`src/hw/rtl/cdci_pkg.sv`:
```
`timescale 1ns / 1ps
// ----------------------------------------------------------------------------
// cdci_pkg
// Shared types, command codes and constants of the drive host interface.
// ----------------------------------------------------------------------------
package cdci_pkg;

    localparam int SECTOR_BUFFER_BYTES = 2340;
    localparam int FIFO_DEPTH          = 16;

    localparam logic [7:0] CMD_GETSTAT = 8'h01;
    localparam logic [7:0] CMD_SETLOC  = 8'h02;
    localparam logic [7:0] CMD_READN   = 8'h06;
    localparam logic [7:0] CMD_PAUSE   = 8'h09;
    localparam logic [7:0] CMD_INIT    = 8'h0A;
    localparam logic [7:0] CMD_DEMUTE  = 8'h0C;
    localparam logic [7:0] CMD_SETMODE = 8'h0E;
    localparam logic [7:0] CMD_SEEKL   = 8'h15;
    localparam logic [7:0] CMD_TEST    = 8'h19;
    localparam logic [7:0] CMD_GETID   = 8'h1A;
    localparam logic [7:0] CMD_READTOC = 8'h1E;

    localparam logic [1:0] OP_READ  = 2'd0;
    localparam logic [1:0] OP_WRITE = 2'd1;
    localparam logic [1:0] OP_DISC  = 2'd2;
    localparam logic [1:0] OP_FLAGS = 2'd3;

    localparam logic [1:0] IRQ_DATA_READY = 2'd1;
    localparam logic [1:0] IRQ_COMPLETE   = 2'd2;
    localparam logic [1:0] IRQ_ACK        = 2'd3;

    localparam logic [31:0] BYTES_PER_FRAME  = 32'd2352;
    localparam logic [31:0] BYTES_PER_SECOND = 32'd176400;
    localparam logic [31:0] BYTES_PER_MINUTE = 32'd10584000;
    localparam logic [11:0] LEN_WHOLE  = 12'h924;
    localparam logic [11:0] LEN_DATA   = 12'h800;
    localparam int          FILL_WHOLE = 'h920;
    localparam int          FILL_DATA  = 'h7F8;
    localparam logic [7:0]  TEST_ARG   = 8'h20;

    localparam int FLAG_READING = 0;
    localparam int FLAG_SEEKING = 1;
    localparam int FLAG_PLAYING = 2;
    localparam int MODE_WHOLE   = 5;

    typedef struct packed {
        logic [7:0]  read_data;
        logic        irq_update;
        logic [1:0]  irq_number;
        logic        irq_enabled;
        logic        disc_request;
        logic [31:0] disc_address;
        logic [11:0] disc_length;
    } t_result;

    typedef struct packed {
        logic use_ram;
        logic force_zero;
    } t_rd_sel;

    function automatic logic [7:0] status_byte(input logic [2:0] flags, input logic no_disc);
        status_byte = {flags[FLAG_PLAYING], flags[FLAG_SEEKING], flags[FLAG_READING],
                       no_disc, 4'b0010};
    endfunction

    function automatic logic [7:0] bcd_value(input logic [7:0] b);
        bcd_value = 8'({4'd0, b[3:0]} + {4'd0, b[7:4]} * 8'd10);
    endfunction

endpackage

```
`src/hw/rtl/cdci_ctrl.sv`:
```
`timescale 1ns / 1ps
// ----------------------------------------------------------------------------
// cdci_ctrl
// Register file, FIFOs and command sequencer; drives the sector RAM ports.
// ----------------------------------------------------------------------------
module cdci_ctrl #(
    parameter int SECTOR_BUFFER_BYTES = cdci_pkg::SECTOR_BUFFER_BYTES,
    localparam int ADDR_W = $clog2(SECTOR_BUFFER_BYTES),
    localparam int CNT_W  = $clog2(SECTOR_BUFFER_BYTES + 1)
) (
    input  logic              i_clk,
    input  logic              i_rst_n,
    input  logic              i_accept,
    input  logic [1:0]        i_operation,
    input  logic [1:0]        i_port,
    input  logic [7:0]        i_data,
    input  logic              i_cfg_we,
    input  logic              i_cfg_wdata,
    output cdci_pkg::t_result o_result,
    output cdci_pkg::t_rd_sel o_rd_sel,
    output logic              o_ram_we,
    output logic [ADDR_W-1:0] o_ram_waddr,
    output logic [7:0]        o_ram_wdata,
    output logic              o_ram_re,
    output logic [ADDR_W-1:0] o_ram_raddr
);

    localparam int FD = cdci_pkg::FIFO_DEPTH;

    logic              r_no_disc;
    logic [1:0]        r_port_index, n_port_index;
    logic [7:0]        r_param [FD];
    logic [7:0]        n_param [FD];
    logic [4:0]        r_param_cnt, n_param_cnt;
    logic [7:0]        r_resp [FD];
    logic [7:0]        n_resp [FD];
    logic [4:0]        r_resp_cnt, n_resp_cnt;
    logic [3:0]        r_resp_rd, n_resp_rd;
    logic [CNT_W-1:0]  r_fill, n_fill;
    logic [CNT_W-1:0]  r_sec_rd, n_sec_rd;
    logic [4:0]        r_irq_en, n_irq_en;
    logic [7:0]        r_irq_flag, n_irq_flag;
    logic              r_busy, n_busy;
    logic [7:0]        r_cmd, n_cmd;
    logic              r_second, n_second;
    logic [2:0]        r_flags, n_flags;
    logic [7:0]        r_mode, n_mode;
    logic [31:0]       r_pos, n_pos;
    logic              r_pos_used, n_pos_used;
    logic              r_consumed, n_consumed;

    always_comb begin
        logic        do_stage;
        logic        second;
        logic [7:0]  cmd;
        logic [3:0]  push_n;
        logic [7:0]  pb [8];
        logic        irq;
        logic [1:0]  irq_n;
        logic        clr_p;
        logic        clr_r;
        logic [4:0]  cnt;
        logic [4:0]  nxt;
        logic [31:0] pos_calc;
        logic        whole;
        logic [CNT_W-1:0] fix;

        n_port_index = r_port_index;
        n_param      = r_param;
        n_param_cnt  = r_param_cnt;
        n_resp       = r_resp;
        n_resp_cnt   = r_resp_cnt;
        n_resp_rd    = r_resp_rd;
        n_fill       = r_fill;
        n_sec_rd     = r_sec_rd;
        n_irq_en     = r_irq_en;
        n_irq_flag   = r_irq_flag;
        n_busy       = r_busy;
        n_cmd        = r_cmd;
        n_second     = r_second;
        n_flags      = r_flags;
        n_mode       = r_mode;
        n_pos        = r_pos;
        n_pos_used   = r_pos_used;
        n_consumed   = r_consumed;

        o_result     = '0;
        o_rd_sel     = '0;
        o_ram_we     = 1'b0;
        o_ram_waddr  = r_fill[ADDR_W-1:0];
        o_ram_wdata  = i_data;
        o_ram_re     = 1'b0;
        o_ram_raddr  = r_sec_rd[ADDR_W-1:0];

        do_stage = 1'b0;
        second   = 1'b0;
        cmd      = i_data;
        push_n   = '0;
        for (int j = 0; j < 8; j++) pb[j] = '0;
        irq      = 1'b0;
        irq_n    = '0;
        clr_p    = 1'b0;
        clr_r    = 1'b0;
        whole    = r_mode[cdci_pkg::MODE_WHOLE];
        fix      = whole ? CNT_W'(cdci_pkg::FILL_WHOLE) : CNT_W'(cdci_pkg::FILL_DATA);
        nxt      = {1'b0, r_resp_rd} + 5'd1;
        pos_calc = 32'({24'd0, cdci_pkg::bcd_value(r_param[2])} * cdci_pkg::BYTES_PER_FRAME)
                 + 32'({24'd0, cdci_pkg::bcd_value(r_param[1])} * cdci_pkg::BYTES_PER_SECOND)
                 + 32'({24'd0, cdci_pkg::bcd_value(r_param[0])} * cdci_pkg::BYTES_PER_MINUTE);

        case (i_operation)
            cdci_pkg::OP_READ: begin
                case (i_port)
                    2'd0: o_result.read_data = {r_busy, r_fill != '0, r_resp_cnt != '0,
                                                r_param_cnt != 5'(FD), r_param_cnt == '0,
                                                1'b0, r_port_index};
                    2'd1: begin
                        o_result.read_data = r_resp[r_resp_rd];
                        if (nxt == r_resp_cnt) n_resp_cnt = '0;
                        n_resp_rd = nxt[3:0];
                    end
                    2'd2: begin
                        o_ram_re = 1'b1;
                        o_rd_sel.use_ram = 1'b1;
                        if (r_sec_rd < r_fill &&
                            r_sec_rd < CNT_W'(SECTOR_BUFFER_BYTES)) begin
                            n_sec_rd = r_sec_rd + CNT_W'(1);
                        end else begin
                            o_ram_raddr = fix[ADDR_W-1:0];
                            o_rd_sel.force_zero = !(r_fill > fix);
                        end
                        n_consumed = 1'b1;
                    end
                    default: o_result.read_data = r_port_index[0] ?
                                                  {5'b11100, r_irq_flag[2:0]} :
                                                  {3'b111, r_irq_en};
                endcase
            end
            cdci_pkg::OP_WRITE: begin
                case (i_port)
                    2'd0: n_port_index = i_data[1:0];
                    2'd1: begin
                        if (r_port_index == 2'd0) begin
                            if (!r_busy) begin
                                clr_r    = 1'b1;
                                n_busy   = 1'b1;
                                n_cmd    = i_data;
                                do_stage = 1'b1;
                                second   = r_second;
                            end else if (i_data == cdci_pkg::CMD_PAUSE) begin
                                n_cmd    = i_data;
                                n_second = 1'b0;
                                do_stage = 1'b1;
                            end
                        end
                    end
                    2'd2: begin
                        if (r_port_index == 2'd0) begin
                            if (r_param_cnt < 5'(FD)) begin
                                n_param[r_param_cnt[3:0]] = i_data;
                                n_param_cnt = r_param_cnt + 5'd1;
                            end
                        end else if (r_port_index == 2'd1) begin
                            n_irq_en = i_data[4:0];
                        end
                    end
                    default: begin
                        if (r_port_index == 2'd0) begin
                            if (!i_data[7]) n_sec_rd = '0;
                        end else if (r_port_index == 2'd1) begin
                            if (i_data[6]) clr_p = 1'b1;
                            n_irq_flag = r_irq_flag & {3'b000, ~i_data[4:0]};
                            if (r_second) begin
                                clr_r    = 1'b1;
                                do_stage = 1'b1;
                                second   = 1'b1;
                                cmd      = r_cmd;
                            end
                        end
                    end
                endcase
            end
            cdci_pkg::OP_DISC: begin
                if (r_fill < CNT_W'(SECTOR_BUFFER_BYTES)) begin
                    o_ram_we = 1'b1;
                    n_fill   = r_fill + CNT_W'(1);
                end
            end
            default: n_irq_flag = i_data;
        endcase

        if (do_stage && !second) begin
            case (cmd)
                cdci_pkg::CMD_GETSTAT, cdci_pkg::CMD_DEMUTE: begin
                    push_n = 4'd1; pb[0] = cdci_pkg::status_byte(n_flags, r_no_disc);
                    n_busy = 1'b0; irq = 1'b1; irq_n = cdci_pkg::IRQ_ACK;
                end
                cdci_pkg::CMD_SETLOC: begin
                    n_pos = pos_calc; n_pos_used = 1'b0;
                    push_n = 4'd1; pb[0] = cdci_pkg::status_byte(n_flags, r_no_disc);
                    n_busy = 1'b0; irq = 1'b1; irq_n = cdci_pkg::IRQ_ACK;
                end
                cdci_pkg::CMD_READN: begin
                    push_n = 4'd1; pb[0] = cdci_pkg::status_byte(n_flags, r_no_disc);
                    n_flags[cdci_pkg::FLAG_READING] = 1'b1;
                    n_second = 1'b1; n_consumed = 1'b1;
                    irq = 1'b1; irq_n = cdci_pkg::IRQ_ACK;
                end
                cdci_pkg::CMD_PAUSE, cdci_pkg::CMD_GETID, cdci_pkg::CMD_READTOC: begin
                    push_n = 4'd1; pb[0] = cdci_pkg::status_byte(n_flags, r_no_disc);
                    n_second = 1'b1; irq = 1'b1; irq_n = cdci_pkg::IRQ_ACK;
                end
                cdci_pkg::CMD_INIT: begin
                    n_mode = '0;
                    push_n = 4'd1; pb[0] = cdci_pkg::status_byte(n_flags, r_no_disc);
                    n_second = 1'b1; irq = 1'b1; irq_n = cdci_pkg::IRQ_ACK;
                end
                cdci_pkg::CMD_SETMODE: begin
                    n_mode = r_param[0];
                    push_n = 4'd1; pb[0] = cdci_pkg::status_byte(n_flags, r_no_disc);
                    n_busy = 1'b0; irq = 1'b1; irq_n = cdci_pkg::IRQ_ACK;
                end
                cdci_pkg::CMD_SEEKL: begin
                    push_n = 4'd1; pb[0] = cdci_pkg::status_byte(n_flags, r_no_disc);
                    n_flags[cdci_pkg::FLAG_SEEKING] = 1'b1;
                    n_second = 1'b1; irq = 1'b1; irq_n = cdci_pkg::IRQ_ACK;
                end
                cdci_pkg::CMD_TEST: begin
                    clr_p = 1'b1;
                    if (r_param[0] == cdci_pkg::TEST_ARG) begin
                        push_n = 4'd4;
                        pb[0] = 8'h99; pb[1] = 8'h02; pb[2] = 8'h01; pb[3] = 8'hC3;
                        n_busy = 1'b0; irq = 1'b1; irq_n = cdci_pkg::IRQ_ACK;
                    end
                end
                default: ;
            endcase
        end else if (do_stage) begin
            case (cmd)
                cdci_pkg::CMD_READN: begin
                    if (r_consumed) begin
                        n_fill   = '0;
                        n_sec_rd = '0;
                        if (r_pos_used) n_pos = r_pos + cdci_pkg::BYTES_PER_FRAME;
                        else n_pos_used = 1'b1;
                        o_result.disc_request = 1'b1;
                        o_result.disc_address = n_pos + (whole ? 32'd12 : 32'd24);
                        o_result.disc_length  = whole ? cdci_pkg::LEN_WHOLE
                                                      : cdci_pkg::LEN_DATA;
                        n_consumed = 1'b0;
                    end
                    push_n = 4'd1; pb[0] = cdci_pkg::status_byte(n_flags, r_no_disc);
                    n_second = 1'b1; irq = 1'b1; irq_n = cdci_pkg::IRQ_DATA_READY;
                end
                cdci_pkg::CMD_PAUSE: begin
                    n_flags[cdci_pkg::FLAG_READING] = 1'b0;
                    n_flags[cdci_pkg::FLAG_PLAYING] = 1'b0;
                    push_n = 4'd1; pb[0] = cdci_pkg::status_byte(n_flags, r_no_disc);
                    n_busy = 1'b0; n_second = 1'b0;
                    irq = 1'b1; irq_n = cdci_pkg::IRQ_COMPLETE;
                end
                cdci_pkg::CMD_INIT, cdci_pkg::CMD_READTOC: begin
                    push_n = 4'd1; pb[0] = cdci_pkg::status_byte(n_flags, r_no_disc);
                    n_busy = 1'b0; n_second = 1'b0;
                    irq = 1'b1; irq_n = cdci_pkg::IRQ_COMPLETE;
                end
                cdci_pkg::CMD_SEEKL: begin
                    push_n = 4'd1; pb[0] = cdci_pkg::status_byte(n_flags, r_no_disc);
                    n_flags[cdci_pkg::FLAG_SEEKING] = 1'b0;
                    n_busy = 1'b0; n_second = 1'b0;
                    irq = 1'b1; irq_n = cdci_pkg::IRQ_COMPLETE;
                end
                cdci_pkg::CMD_GETID: begin
                    push_n = 4'd8;
                    pb[0] = 8'h02; pb[1] = 8'h00; pb[2] = 8'h20; pb[3] = 8'h00;
                    pb[4] = 8'h53; pb[5] = 8'h43; pb[6] = 8'h45; pb[7] = 8'h45;
                    n_busy = 1'b0; n_second = 1'b0;
                    irq = 1'b1; irq_n = cdci_pkg::IRQ_COMPLETE;
                end
                default: ;
            endcase
        end

        if (clr_r) begin
            for (int k = 0; k < FD; k++) n_resp[k] = '0;
            n_resp_cnt = '0;
            n_resp_rd  = '0;
        end
        cnt = n_resp_cnt;
        for (int j = 0; j < 8; j++) begin
            if (4'(j) < push_n && cnt < 5'(FD)) begin
                n_resp[cnt[3:0]] = pb[j];
                cnt = cnt + 5'd1;
            end
        end
        n_resp_cnt = cnt;

        if (irq) begin
            clr_p = 1'b1;
            o_result.irq_update  = 1'b1;
            o_result.irq_number  = irq_n;
            o_result.irq_enabled = (irq_n != 2'd0) &&
                                   ((r_irq_en[1:0] & irq_n) == irq_n);
        end
        if (clr_p) begin
            for (int k = 0; k < FD; k++) n_param[k] = '0;
            n_param_cnt = '0;
        end
    end

    always_ff @(posedge i_clk) begin
        if (!i_rst_n) begin
            r_no_disc    <= 1'b1;
            r_port_index <= '0;
            for (int k = 0; k < FD; k++) begin
                r_param[k] <= '0;
                r_resp[k]  <= '0;
            end
            r_param_cnt  <= '0;
            r_resp_cnt   <= '0;
            r_resp_rd    <= '0;
            r_fill       <= '0;
            r_sec_rd     <= '0;
            r_irq_en     <= '0;
            r_irq_flag   <= '0;
            r_busy       <= 1'b0;
            r_cmd        <= '0;
            r_second     <= 1'b0;
            r_flags      <= '0;
            r_mode       <= '0;
            r_pos        <= '0;
            r_pos_used   <= 1'b0;
            r_consumed   <= 1'b1;
        end else begin
            if (i_cfg_we) r_no_disc <= i_cfg_wdata;
            if (i_accept) begin
                r_port_index <= n_port_index;
                r_param      <= n_param;
                r_param_cnt  <= n_param_cnt;
                r_resp       <= n_resp;
                r_resp_cnt   <= n_resp_cnt;
                r_resp_rd    <= n_resp_rd;
                r_fill       <= n_fill;
                r_sec_rd     <= n_sec_rd;
                r_irq_en     <= n_irq_en;
                r_irq_flag   <= n_irq_flag;
                r_busy       <= n_busy;
                r_cmd        <= n_cmd;
                r_second     <= n_second;
                r_flags      <= n_flags;
                r_mode       <= n_mode;
                r_pos        <= n_pos;
                r_pos_used   <= n_pos_used;
                r_consumed   <= n_consumed;
            end
        end
    end

endmodule

```
`config.mk`:
```
export PLATFORM = sky130hd
export DESIGN_NAME = cdci_ctrl
export DESIGN_NICKNAME = d
export VERILOG_FILES = /design/src/hw/rtl/cdci_pkg.sv /design/src/hw/rtl/cdci_ctrl.sv
export SDC_FILE = /design/constraint.sdc
export NUM_CORES = 1
export LEC_CHECK = 0
export ABC_AREA = 0
export BUFFER_PORTS_ARGS = -buffer_cell sky130_fd_sc_hd__buf_2
export CAP_MARGIN = 20
export CORE_ASPECT_RATIO = 1.2
export CORE_MARGIN = 4
export CORE_UTILIZATION = 52
export DETAILED_ROUTE_END_ITERATION = 16
export GPL_TIMING_DRIVEN = 0
export PLACE_DENSITY = 0.79
export SLEW_MARGIN = 20
export SYNTH_ARGS = -nofsm -noshare
export SYNTH_HDL_FRONTEND = slang
export SYNTH_SLANG_ARGS = --single-unit
export TNS_END_PERCENT = 10
```
`constraint.sdc`:
```
create_clock -name i_clk -period 9.1 [get_ports i_clk]
set_clock_uncertainty 0.05 [all_clocks]
set_input_delay 2.275 -clock i_clk [delete_from_list [all_inputs] [get_ports i_clk]]
set_output_delay 2.275 -clock i_clk [all_outputs]
set_load 0.005 [all_outputs]
```
==> impl_metrics.env <==
export IMPL_report_final_hold_viol_count=0
export IMPL_crit_path_max_fanout=10
export IMPL_cts_sinks=244
export IMPL_first_iter_violations=3010
export IMPL_synth_top_cell_area_share_pct=19.8
export IMPL_cp_required_ns=9.51
export IMPL_combPwrFrac_pct=12.2
export IMPL_synth_edf_count=0
export IMPL_maxCapViolations=0
export IMPL_final_setup_viol_count=0
export IMPL_yosys_most_used_dff="dfxtp_1"
export IMPL_port_buffers=95
export IMPL_final_min_clock_period_ns=9.06
export IMPL_syn_avg_cell_area_um2=7.85
export IMPL_maxSlewViolCount=0
export IMPL_grt_pass1_vias=24900
export IMPL_ys_top_cells_by_area="dfxtp_1 (20%), ha_1 (13%), fa_1 (5.6%)"
export IMPL_start_kind="input pin"
export IMPL_gr_total_overflow=0
export IMPL_htree_levels=1
export IMPL_ys_ff_latch=244
export IMPL_drive_above_1_share_pct=14.0
export IMPL_power_internal_mw=1.97
export IMPL_ios=110
export IMPL_tightest_slew_ns=1.33
export IMPL_synth_distinct_cells=118
export IMPL_switchingPower_uw=794
export IMPL_grt_pass1_wl_mm=163
export IMPL_hold_ws_ns=0.403
export IMPL_core_area_um2=46900
export IMPL_clock_latency_ns=0.62
export IMPL_ir_drop_uv=142
export IMPL_status="finished, final reports clean"
export IMPL_p_clk_share_pct=48.4
export IMPL_p_seq_share_pct=39.4
export IMPL_critPathSlowestCell="a211oi_2"
export IMPL_fin_ws_ns=0.0448
export IMPL_yosys_area_top_type="dfxtp_1"
export IMPL_worst_path_buf_inv=4
export IMPL_die_w_um=207
export IMPL_finalCritPeriodShare_pct=99.5
export IMPL_final_cells=3979
export IMPL_p_sw_share_pct=28.7
export IMPL_grtUsageTotal_pct=43.7
export IMPL_wirelength_mm=115
export IMPL_via_count=26300
export IMPL_drt_first_pass_iters=6
export IMPL_synthArstFlopShare_pct=0
export IMPL_vias_per_cell=6.60
export IMPL_crit_top_cell="ha_2"
export IMPL_grt_antenna_before_repair=11
export IMPL_crit_arrival_ns=9.47
export IMPL_power_density_nw_per_um2=97.9
export IMPL_cellLeakagePower_nw=12.3
export IMPL_pre_cts_ws_ns=-3.21
export IMPL_cts_inserted_buffers=29
export IMPL_rows=87
export IMPL_path_clk_slew_ns=0.06
export IMPL_slowest_delay_ns=0.66
export IMPL_hold_buffers=0
export IMPL_critPathCaptureType="flop"
export IMPL_dp_hpwl_mm=85.7
export IMPL_post_route_drc_count=0
export IMPL_cts_tree="built"
export IMPL_synth_cell_area_um2=24600
export IMPL_post_synth_inst_count=3135
export IMPL_gp_congestion=1.10
export IMPL_cts_max_path_buffers=3
export IMPL_routedWlPerCell_um=28.8
export IMPL_start_util_pct=52.5
export IMPL_crit_type="in -> reg"
export IMPL_antenna_left=0
export IMPL_ys_warn_count=0
export IMPL_clock_tree_root_cell="clkbuf_16"
export IMPL_die_height_um=246
export IMPL_max_slew_margin_pct=11.4
export IMPL_die_area_um2=50900
export IMPL_worstHoldPathType="reg -> reg"
export IMPL_ys_seq_area_share_pct=19.8
export IMPL_fin_nets=3679
export IMPL_cp_top_family="compound AO/OA/AOI/OAI gates"
export IMPL_max_freq_mhz=110
export IMPL_p_total_mw=2.76
export IMPL_syn2layout_area_growth_pct=14.6
export IMPL_grt_max_degree=16
export IMPL_dp_cells=3864
-- routing by layer --
layer / share of wire, % / global-route usage, % / up-vias
met5: 0.068 / 0 / -
met4: 13 / 43.8 / 12
met3: 10 / 13.3 / 663
met2: 43 / 67.6 / 1620
met1: 33 / 45.9 / 12300
li1: - / - / 11700
-- cells in the final DEF, fill, tap and decap left out, types with 51 or more instances in the layout --
master / n
fa_1: 68
dfxtp_1: 242
nand2_1: 294
a31oi_1: 51
nor3_1: 62
buf_4: 88
buf_2: 104
o21ai_0: 182
and3_1: 54
ha_1: 254
nand3_1: 163
inv_1: 227
xnor2_1: 92
clkbuf_1: 114
nor2_1: 269
a21oi_1: 231
-- path summary, 6_finish.rpt --
path | start | end | slack, ns | cells after the start
min | r_resp[95]$_SDFFE_PN0P_ | r_resp[95]$_SDFFE_PN0P_ | 0.40 | 2
max reg2reg | r_param[127]$_SDFFE_PN0P_ | r_pos[29]$_SDFFE_PN0P_ | 0.40 | 38
max | i_data[0] | r_resp_cnt[4]$_SDFFE_PN0P_ | 0.04 | 31
min reg2reg | r_resp[95]$_SDFFE_PN0P_ | r_resp[95]$_SDFFE_PN0P_ | 0.40 | 2
-- cells in the mapped netlist (all sizes together) (47+ instances only) --
cell type / number
fa: 69
dfxtp: 244
nor2: 282
a31oi: 54
clkbuf: 127
nor3: 67
nand3: 168
ha: 262
xor2: 47
nand2: 302
and3: 54
inv: 228
o21ai: 197
xnor2: 98
a21oi: 244
buf: 58
-- state kept, by name (all words and copies together), names as in the netlist, 2 cells and up --
register and count:
r_flags 2, r_resp 128, r_param 24, r_resp_rd 4, r_sec_rd 12, o_ram_waddr 12
r_irq_flag 3, r_port_index 2, r_cmd 8, r_irq_en 5, r_param_cnt 5, r_pos 28
r_resp_cnt 5
-- tightest hold or removal path, cell delays in order (launching register included) --
cell and delay [ns]:
dfxtp_1 0.31, nand2_1 0.05, a21oi_1 0.05
-- cell type report --
type / instances / area, um^2
inverter: 230 / 863
sequential: 244 / 4890
tap: 623 / 779
antenna: 2 / 5.00
multi-input combinational: 2485 / 18700
clock buffer: 38 / 800
timing repair buffer: 162 / 1030
clock inverter: 16 / 254
fill: 4248 / 18700
buffer: 179 / 866
-- repair_timing --
item / in CTS / in global routing
resized for setup: 85 / 80
setup buffers: 24 / 37
cloned: 0 / 1
endpoints found under the setup margin: 102 / 107
pin swaps: 19 / 31
-- kinds of logic after synthesis --
group                      Yosys count  synth area share, %
AOI/OAI and AO/OA                  829                 22.1
muxes                               70                 4.94
adders and majority gates          333                 19.0
DFF                                244                 19.8
buffers and inverters              415                 6.93
other                                1               0.0152
and+or+nand+nor                   1097                 21.8
xor gates and xnor gates           146                 5.31
-- per-stage QoR --
| stage | TNS [ns] | utilization (%) | cell area (um^2) |
|---|---|---|---|
| floorplan | 0 | - | 24700 |
| global placement | -257.44 | 55.2 | 25900 |
| detailed placement | -249.48 | 55.3 | 26000 |
| CTS | -0.782 | 58.7 | 27600 |
| global route | -0.384 | 60.1 | 28200 |
| finish | 0 | 60.2 | 28200 |
-- power groups by stage --
stage          clock [mW]  combinational (mW)  sequential (mW)
2_1_floorplan           0               0.185             1.11
3_3_place_gp            0               0.304             1.11
3_5_place_dp            0               0.306             1.11
4_1_cts              1.32               0.312             1.09
5_1_grt              1.37               0.350             1.09
6_report             1.34               0.336             1.09
No activity file was read; power rests on OpenSTA's default activity.
